[src/sv/tlb_pkg.sv]
// shared types and constants of the translation buffer
package tlb_pkg;

    localparam int NUM_SLOTS = 4;
    localparam int TAG_BITS  = 20;
    localparam int SLOT_W    = (NUM_SLOTS > 1) ? $clog2(NUM_SLOTS) : 1;
    localparam int DATA_W    = 32;
    localparam int CNT_W     = 32;

    localparam logic [CNT_W-1:0] CNT_MAX = '1;
    localparam logic [SLOT_W-1:0] LAST_SLOT = SLOT_W'(NUM_SLOTS - 1);

    typedef enum logic [1:0] {
        REQ_LOOKUP  = 2'd0,
        REQ_ADD     = 2'd1,
        REQ_REPLACE = 2'd2,
        REQ_UNUSED  = 2'd3
    } req_type_t;

    typedef logic [SLOT_W-1:0] slot_idx_t;

    // commands from the controller to the datapath
    typedef struct packed {
        logic      load_req;
        logic      scan_en;
        logic      scan_first;
        slot_idx_t scan_idx;
        logic      commit;
    } tlb_cmd_t;

endpackage

[src/sv/tlb_ctrl.sv]
// controller: sequences accept, slot scan, commit and response
module tlb_ctrl (
    input  logic            aclk,
    input  logic            aresetn,
    input  logic            s_valid,
    output logic            s_ready,
    output logic            m_valid,
    input  logic            m_ready,
    output tlb_pkg::tlb_cmd_t cmd
);
    import tlb_pkg::*;

    typedef enum logic [1:0] {
        ST_IDLE,
        ST_SCAN,
        ST_COMMIT,
        ST_RESP
    } state_t;

    state_t    state_reg;
    slot_idx_t idx_reg;
    logic      s_ready_reg;
    logic      m_valid_reg;

    assign s_ready = s_ready_reg;
    assign m_valid = m_valid_reg;

    // state, scan index and handshake outputs
    always_ff @(posedge aclk) begin
        if (!aresetn) begin
            state_reg   <= ST_IDLE;
            idx_reg     <= '0;
            s_ready_reg <= 1'b0;
            m_valid_reg <= 1'b0;
        end else begin
            case (state_reg)
                ST_IDLE: begin
                    s_ready_reg <= 1'b1;
                    if (s_valid && s_ready_reg) begin
                        state_reg   <= ST_SCAN;
                        idx_reg     <= '0;
                        s_ready_reg <= 1'b0;
                    end
                end
                ST_SCAN: begin
                    if (idx_reg == LAST_SLOT) begin
                        state_reg <= ST_COMMIT;
                    end else begin
                        idx_reg <= idx_reg + 1'b1;
                    end
                end
                ST_COMMIT: begin
                    state_reg   <= ST_RESP;
                    m_valid_reg <= 1'b1;
                end
                ST_RESP: begin
                    if (m_ready) begin
                        state_reg   <= ST_IDLE;
                        m_valid_reg <= 1'b0;
                        s_ready_reg <= 1'b1;
                    end
                end
                default: begin
                    state_reg   <= ST_IDLE;
                    s_ready_reg <= 1'b0;
                    m_valid_reg <= 1'b0;
                end
            endcase
        end
    end

    // datapath commands
    always_comb begin
        cmd.load_req   = (state_reg == ST_IDLE) && s_valid && s_ready_reg;
        cmd.scan_en    = (state_reg == ST_SCAN);
        cmd.scan_first = (state_reg == ST_SCAN) && (idx_reg == '0);
        cmd.scan_idx   = idx_reg;
        cmd.commit     = (state_reg == ST_COMMIT);
    end

endmodule

[src/sv/tlb_datapath.sv]
// datapath: slot storage, per-slot scan, update and result registers
module tlb_datapath (
    input  logic                        aclk,
    input  logic                        aresetn,
    input  tlb_pkg::tlb_cmd_t           cmd,
    input  logic [1:0]                  s_req_type,
    input  logic [19:0]                 s_page_tag,
    input  logic [tlb_pkg::DATA_W-1:0]  s_entry_data,
    output logic                        m_hit,
    output logic [tlb_pkg::DATA_W-1:0]  m_hit_data,
    output logic                        m_add_ok,
    output logic [1:0]                  m_slot_used,
    output logic [tlb_pkg::CNT_W-1:0]   m_hit_total,
    output logic [tlb_pkg::CNT_W-1:0]   m_miss_total
);
    import tlb_pkg::*;

    // request registers
    req_type_t           req_reg;
    logic [TAG_BITS-1:0] tag_reg;
    logic [DATA_W-1:0]   data_reg;

    // slot storage
    logic [NUM_SLOTS-1:0] valid_reg;
    logic [TAG_BITS-1:0]  slot_tag_reg   [NUM_SLOTS];
    logic [DATA_W-1:0]    slot_data_reg  [NUM_SLOTS];
    logic [CNT_W-1:0]     slot_stamp_reg [NUM_SLOTS];
    logic [CNT_W-1:0]     next_stamp_reg;
    logic [CNT_W-1:0]     hit_cnt_reg;
    logic [CNT_W-1:0]     miss_cnt_reg;

    // scan results
    logic              match_found_reg;
    slot_idx_t         match_idx_reg;
    logic [DATA_W-1:0] match_data_reg;
    logic              empty_found_reg;
    slot_idx_t         empty_idx_reg;
    slot_idx_t         oldest_idx_reg;
    logic [CNT_W-1:0]  oldest_stamp_reg;

    // result registers
    logic              hit_reg;
    logic [DATA_W-1:0] hit_data_reg;
    logic              add_ok_reg;
    logic [1:0]        slot_used_reg;
    logic [CNT_W-1:0]  hit_total_reg;
    logic [CNT_W-1:0]  miss_total_reg;

    // slot read at the scan index
    logic              rd_valid;
    logic              rd_match;
    logic [CNT_W-1:0]  rd_stamp;
    logic [DATA_W-1:0] rd_data;

    // commit decisions
    logic             do_fill;
    slot_idx_t        fill_idx;
    logic             hit_next;
    logic             add_ok_next;
    slot_idx_t        slot_next;
    logic [CNT_W-1:0] hit_cnt_next;
    logic [CNT_W-1:0] miss_cnt_next;

    always_comb begin
        rd_valid = valid_reg[cmd.scan_idx];
        rd_match = rd_valid && (slot_tag_reg[cmd.scan_idx] == tag_reg);
        rd_stamp = slot_stamp_reg[cmd.scan_idx];
        rd_data  = slot_data_reg[cmd.scan_idx];
    end

    // decide what the request does once the scan is complete
    always_comb begin
        do_fill       = 1'b0;
        fill_idx      = oldest_idx_reg;
        hit_next      = 1'b0;
        add_ok_next   = 1'b0;
        slot_next     = '0;
        hit_cnt_next  = hit_cnt_reg;
        miss_cnt_next = miss_cnt_reg;
        case (req_reg)
            REQ_LOOKUP: begin
                hit_next = match_found_reg;
                if (match_found_reg) begin
                    slot_next = match_idx_reg;
                    if (hit_cnt_reg != CNT_MAX) begin
                        hit_cnt_next = hit_cnt_reg + 1'b1;
                    end
                end else if (miss_cnt_reg != CNT_MAX) begin
                    miss_cnt_next = miss_cnt_reg + 1'b1;
                end
            end
            REQ_ADD: begin
                if (empty_found_reg) begin
                    do_fill     = 1'b1;
                    fill_idx    = empty_idx_reg;
                    add_ok_next = 1'b1;
                    slot_next   = empty_idx_reg;
                end
            end
            REQ_REPLACE: begin
                do_fill     = 1'b1;
                fill_idx    = oldest_idx_reg;
                add_ok_next = 1'b1;
                slot_next   = oldest_idx_reg;
            end
            default: begin
                do_fill = 1'b0;
            end
        endcase
    end

    // control state: valid bits, stamps and counters
    always_ff @(posedge aclk) begin
        if (!aresetn) begin
            valid_reg      <= '0;
            next_stamp_reg <= '0;
            hit_cnt_reg    <= '0;
            miss_cnt_reg   <= '0;
            for (int i = 0; i < NUM_SLOTS; i++) begin
                slot_stamp_reg[i] <= '0;
            end
        end else if (cmd.commit) begin
            hit_cnt_reg  <= hit_cnt_next;
            miss_cnt_reg <= miss_cnt_next;
            if (do_fill) begin
                valid_reg[fill_idx]      <= 1'b1;
                slot_stamp_reg[fill_idx] <= next_stamp_reg;
                next_stamp_reg           <= next_stamp_reg + 1'b1;
            end
        end
    end

    // payload: request capture, slot contents, scan tracking, results
    always_ff @(posedge aclk) begin
        if (cmd.load_req) begin
            req_reg  <= req_type_t'(s_req_type);
            tag_reg  <= TAG_BITS'(s_page_tag);
            data_reg <= s_entry_data;
        end

        // one slot per cycle: first match, first empty, smallest stamp
        if (cmd.scan_en) begin
            if (cmd.scan_first) begin
                match_found_reg  <= rd_match;
                match_idx_reg    <= cmd.scan_idx;
                match_data_reg   <= rd_data;
                empty_found_reg  <= !rd_valid;
                empty_idx_reg    <= cmd.scan_idx;
                oldest_idx_reg   <= cmd.scan_idx;
                oldest_stamp_reg <= rd_stamp;
            end else begin
                if (!match_found_reg && rd_match) begin
                    match_found_reg <= 1'b1;
                    match_idx_reg   <= cmd.scan_idx;
                    match_data_reg  <= rd_data;
                end
                if (!empty_found_reg && !rd_valid) begin
                    empty_found_reg <= 1'b1;
                    empty_idx_reg   <= cmd.scan_idx;
                end
                if (rd_stamp < oldest_stamp_reg) begin
                    oldest_idx_reg   <= cmd.scan_idx;
                    oldest_stamp_reg <= rd_stamp;
                end
            end
        end

        if (cmd.commit) begin
            if (do_fill) begin
                slot_tag_reg[fill_idx]  <= tag_reg;
                slot_data_reg[fill_idx] <= data_reg;
            end
            hit_reg        <= hit_next;
            hit_data_reg   <= hit_next ? match_data_reg : '0;
            add_ok_reg     <= add_ok_next;
            slot_used_reg  <= 2'(slot_next);
            hit_total_reg  <= hit_cnt_next;
            miss_total_reg <= miss_cnt_next;
        end
    end

    assign m_hit        = hit_reg;
    assign m_hit_data   = hit_data_reg;
    assign m_add_ok     = add_ok_reg;
    assign m_slot_used  = slot_used_reg;
    assign m_hit_total  = hit_total_reg;
    assign m_miss_total = miss_total_reg;

endmodule

[src/sv/tlb_lookup_and_replace_core.sv]
// top level of the fully associative translation buffer
// sequence: accept, then a scan of every slot in turn, a commit state, then the result is held valid
// one transaction at a time; the scan reads one slot per cycle and the result waits for m_ready
// the next transaction is taken in the cycle after the result is accepted
// reset: synchronous active-low aresetn clears valid bits, stamps, counters and handshakes
// slot tags and data are not reset; they are read only once their slot is valid
module tlb_lookup_and_replace_core (
    input  logic                        aclk,
    input  logic                        aresetn,
    input  logic                        s_valid,
    output logic                        s_ready,
    input  logic [1:0]                  s_req_type,
    input  logic [19:0]                 s_page_tag,
    input  logic [tlb_pkg::DATA_W-1:0]  s_entry_data,
    output logic                        m_valid,
    input  logic                        m_ready,
    output logic                        m_hit,
    output logic [tlb_pkg::DATA_W-1:0]  m_hit_data,
    output logic                        m_add_ok,
    output logic [1:0]                  m_slot_used,
    output logic [tlb_pkg::CNT_W-1:0]   m_hit_total,
    output logic [tlb_pkg::CNT_W-1:0]   m_miss_total
);
    import tlb_pkg::*;

    tlb_cmd_t cmd;

    // sequencing of each transaction
    tlb_ctrl u_ctrl (
        .aclk    (aclk),
        .aresetn (aresetn),
        .s_valid (s_valid),
        .s_ready (s_ready),
        .m_valid (m_valid),
        .m_ready (m_ready),
        .cmd     (cmd)
    );

    // storage and result computation
    tlb_datapath u_datapath (
        .aclk         (aclk),
        .aresetn      (aresetn),
        .cmd          (cmd),
        .s_req_type   (s_req_type),
        .s_page_tag   (s_page_tag),
        .s_entry_data (s_entry_data),
        .m_hit        (m_hit),
        .m_hit_data   (m_hit_data),
        .m_add_ok     (m_add_ok),
        .m_slot_used  (m_slot_used),
        .m_hit_total  (m_hit_total),
        .m_miss_total (m_miss_total)
    );

endmodule
[config.mk]
export PLATFORM = sky130hd
export DESIGN_NAME = tlb_lookup_and_replace_core
export DESIGN_NICKNAME = d
export VERILOG_FILES = /design/src/sv/tlb_pkg.sv /design/src/sv/tlb_ctrl.sv /design/src/sv/tlb_datapath.sv /design/src/sv/tlb_lookup_and_replace_core.sv
export SDC_FILE = /design/constraint.sdc
export NUM_CORES = 1
export LEC_CHECK = 0
export ABC_AREA = 1
export BUFFER_PORTS_ARGS = -buffer_cell sky130_fd_sc_hd__buf_4
export CAP_MARGIN = 20
export CORE_UTILIZATION = 61
export CTS_CLUSTER_SIZE = 30
export DETAILED_ROUTE_END_ITERATION = 12
export PLACE_DENSITY = 0.8
export SYNTH_ARGS = -nofsm -noshare
export SYNTH_HDL_FRONTEND = slang
export SYNTH_SLANG_ARGS = --single-unit
[constraint.sdc]
create_clock -name aclk -period 12.1 [get_ports aclk]
set_clock_uncertainty 0.2 [all_clocks]
set_input_delay 2.42 -clock aclk [delete_from_list [all_inputs] [get_ports aclk]]
set_output_delay 2.42 -clock aclk [all_outputs]
set_load 0.005 [all_outputs]
==> summary.md <==
| Metric | Value |
|---|---|
| GRT Total Usage | `27.45%` |
| Fin crit share | `41.02%` |
| Synth top area share | `58.70%` |
| Worst EP arrival | `5.00 ns` |
| Setup_tns | `0 ns` |
| Resized cells post-CTS | `0` |
| Synth Net Count | `2852` |
| Critical path's slowest cell | `dfxtp_4` |
| DIE WIDTH | `219.1 um` |
| Root buffer cell | `clkbuf_16` |
| Total number of vias | `20440` |
| Crit path top cell by count | `nand2_1` |
| Clk_lat worst skew | `0.62 ns` |
| Sink Count | `670` |
| Initial antenna violation count | `0` |
| Slew margin rel. | `33.02%` |
| CP Cell Sequence | `inv_4 -> buf_4 -> buf_16 -> o21ai_0 -> o22ai_1 -> ha_1 -> a21oi_1 -> o21ai_0 -> nand3_1 -> nand2_1 -> nand2_1 -> a21oi_1 -> nor3_1 -> nand2_1 -> nand2_2` |
| Fmax | `0.2015 GHz` |
| Synth Warn # | `0` |
| First-pass GRT wire length | `102100 um` |
| Hpwl dp | `39020 um` |
| Die ar. | `0.04800 mm^2` |
| Worst Path Required | `12.13 ns` |
| 1st-iter DRT viols | `2062` |
| Leakage power figure | `12.63 nW` |
| Largest net degree at the start of global routing | `113` |
| Ports | `160` |
| Drt wl/cell | `18.39 um` |
| DR pass1 iterations | `6` |
| Final count of negative-setup-slack endpoints | `0` |
| Syn Area/Cell | `10.45 um^2` |
| Die span in y | `219.1 um` |
| Most common cell after layout, fill and taps aside | `edfxtp_1` |
| Area of the core | `0.04656 mm^2` |
| Antenna-violating nets left | `0` |
| Final Util | `70.64%` |
| Largest fanout on the critical path | `97` |
| Post-DP Area | `0.03053 mm^2` |
| Initial Util | `61.75%` |
| Crit. End Element | `flop` |
| R2r worst-path depth | `15` |
| Hold Path Class | `flop to flop` |
| FF+latch count, synth | `670` |
| Cell taking the most area after synthesis | `edfxtp_1` |
| Power Density | `207.7 mW/mm^2` |
| Total Nets Final | `2998` |
| Synth Cell Area | `0.02875 mm^2` |
| Worst setup SP type | `flop` |
| Max Cap Viol | `0` |
| Final RePlAce weighted congestion | `0.9434` |
| Fin. Hold Viols | `0` |
| I/O Buffers | `159` |
| Slew Viols, Final | `0` |
| FFs w/ async S/R, synth | `0%` |
| Setup repair bufs after CTS | `0` |
| Commonest cells after routing, fill and taps aside | `562 x edfxtp_1, 491 x nand2_1, 395 x nor2_1` |
| R2R setup slack | `7.14 ns` |
| # hold bufs at CTS | `0` |
| CTS Buf Count | `68` |
| Clock Tree Buf Depth | `3` |
| # diodes | `0` |
| Mapped Cells | `2750` |
| Final Cell Area | `0.03289 mm^2` |
| Reg clk slew, reported paths | `0.06 ns` |
| Layout cells sized above 1 | `12.34%` |
| Number of global-route vias before repair | `19870` |
| Setup CP Type | `flop to flop` |
| Post-synthesis sequential area ratio | `66.22%` |
| Max rail drop VDD | `0.0001598 V` |
| DRC viols | `0` |
| H-Tree Depth | `3` |
| Unrepaired setup endpoints after global routing | `no` |
| Worst reg2reg endpoint | `u_datapath.oldest_stamp_reg[13]` |
| Core Rows | `79` |
| Number of unique standard cell types used by synthesis | `46` |
| CTS tree | `yes` |
| Minimum clock period | `4.964 ns` |
| CP peak stage delay | `0.99 ns` |
| Outcome | `completed` |
| End of the critical path | `u_datapath.oldest_stamp_reg[13]` |
| Synthesis-to-finish area growth | `14.39%` |
| Post-synth top flop | `edfxtp_1` |
| Layout fillers | `3114` |
| DR vias/cell | `5.746` |
| Number of synthesized flops with an enable pin | `562` |
| GRT overflow | `0` |
| Slew @ Worst Pin | `1.005 ns` |
| Synth top area cells | `edfxtp_1 59%, dfxtp_1 7.5%, nand2_1 6.4%` |
| Routed WL | `65400 um` |
[per-layer routing]
metal	routed length [um]	track usage, %
met4	1402	9.120
met2	32490	46.55
met5	0	0
met3	5787	5.572
met1	25720	35.33
[critical path: cells and delay by family (launching register included)]
kind,cells,cell delay (ns)
flip-flops,1,0.99
adder cells (fa/ha/maj),1,0.34
AND/OR/NAND/NOR,6,1.14
buffers and inverters,3,1.04
AO/OA/AOI/OAI,5,0.72
[stage by stage]
step                      hold WS (ns)  setup WS (ns)  total power (W)  instances
after CTS                       0.2646          7.060         0.006828       3555
after detailed placement        0.2554          7.030         0.004683       3431
after global routing            0.2893          6.900         0.007144       3557
final                           0.2650          7.136         0.006832       3557
after floorplan                 0.2348          2.747         0.004130       2750
after global placement          0.2537          6.657         0.004590       3429
[worst min path at each step]
stage / cells past startpoint / end / slack [ns] / from
after floorplan: 2 / u_datapath.valid_reg[0] / 0.23 / u_datapath.valid_reg[0]
after global placement: 2 / u_datapath.valid_reg[2] / 0.25 / u_datapath.valid_reg[2]
after detailed placement: 2 / u_datapath.next_stamp_reg[30] / 0.26 / u_datapath.next_stamp_reg[30]
after CTS: 2 / u_datapath.next_stamp_reg[30] / 0.26 / u_datapath.next_stamp_reg[30]
after global routing: 2 / u_datapath.next_stamp_reg[30] / 0.29 / u_datapath.next_stamp_reg[30]
final: 2 / u_datapath.next_stamp_reg[30] / 0.27 / u_datapath.next_stamp_reg[30]
[power breakdown]
part,switching [W],internal (W),leakage [nW]
logic,0.000949,0.000496,5.33
clock network,0.000895,0.00125,1.12
registers,0.000246,0.00299,6.19
[cells in the mapped netlist, types with 2 or more instances]
cell type and n:
xor2_1 39, nor3_2 9, nor3b_1 3, inv_1 322
xnor2_1 6, nand3b_1 4, nand4_1 32, nor2_2 7
or2_2 4, clkbuf_1 81, buf_2 18, nand3_2 2
a21oi_1 106, nand3_1 122, nor2_1 397, nand2_2 10
o22ai_1 63, inv_2 12, a31oi_1 3, ha_1 44
edfxtp_1 562, xor2_2 3, buf_1 6, buf_6 2
nor2_4 3, nor3_4 3, clkinv_1 3, o21ai_0 189
o211ai_1 6, nand2_4 4, nor4_1 6, dfxtp_1 108
a211oi_1 4, nor3_1 39, nand2_1 493, o21ai_1 24
nand4_2 2
[logic make-up after synthesis]
group	Yosys count	share of synthesized area (%)
and+or+nand+nor	1145	17.03
DFF	670	66.22
buffers and inverters	445	5.949
AOI/OAI and AO/OA	398	7.346
xor gates and xnor gates	48	1.541
adders and majority gates	44	1.915
[layout make-up]
class,instances,area [um^2],share of cell area (%)
clock buffers,83,1810,5.505
clock inverters,41,496.7,1.510
inverters,338,1275,3.877
multi-input cells,1635,8049,24.47
flip-flops and latches,670,19040,57.90
well taps,607,759.5,2.309
repair buffers,183,1454,4.421
(Power assumes the default switching activity.)
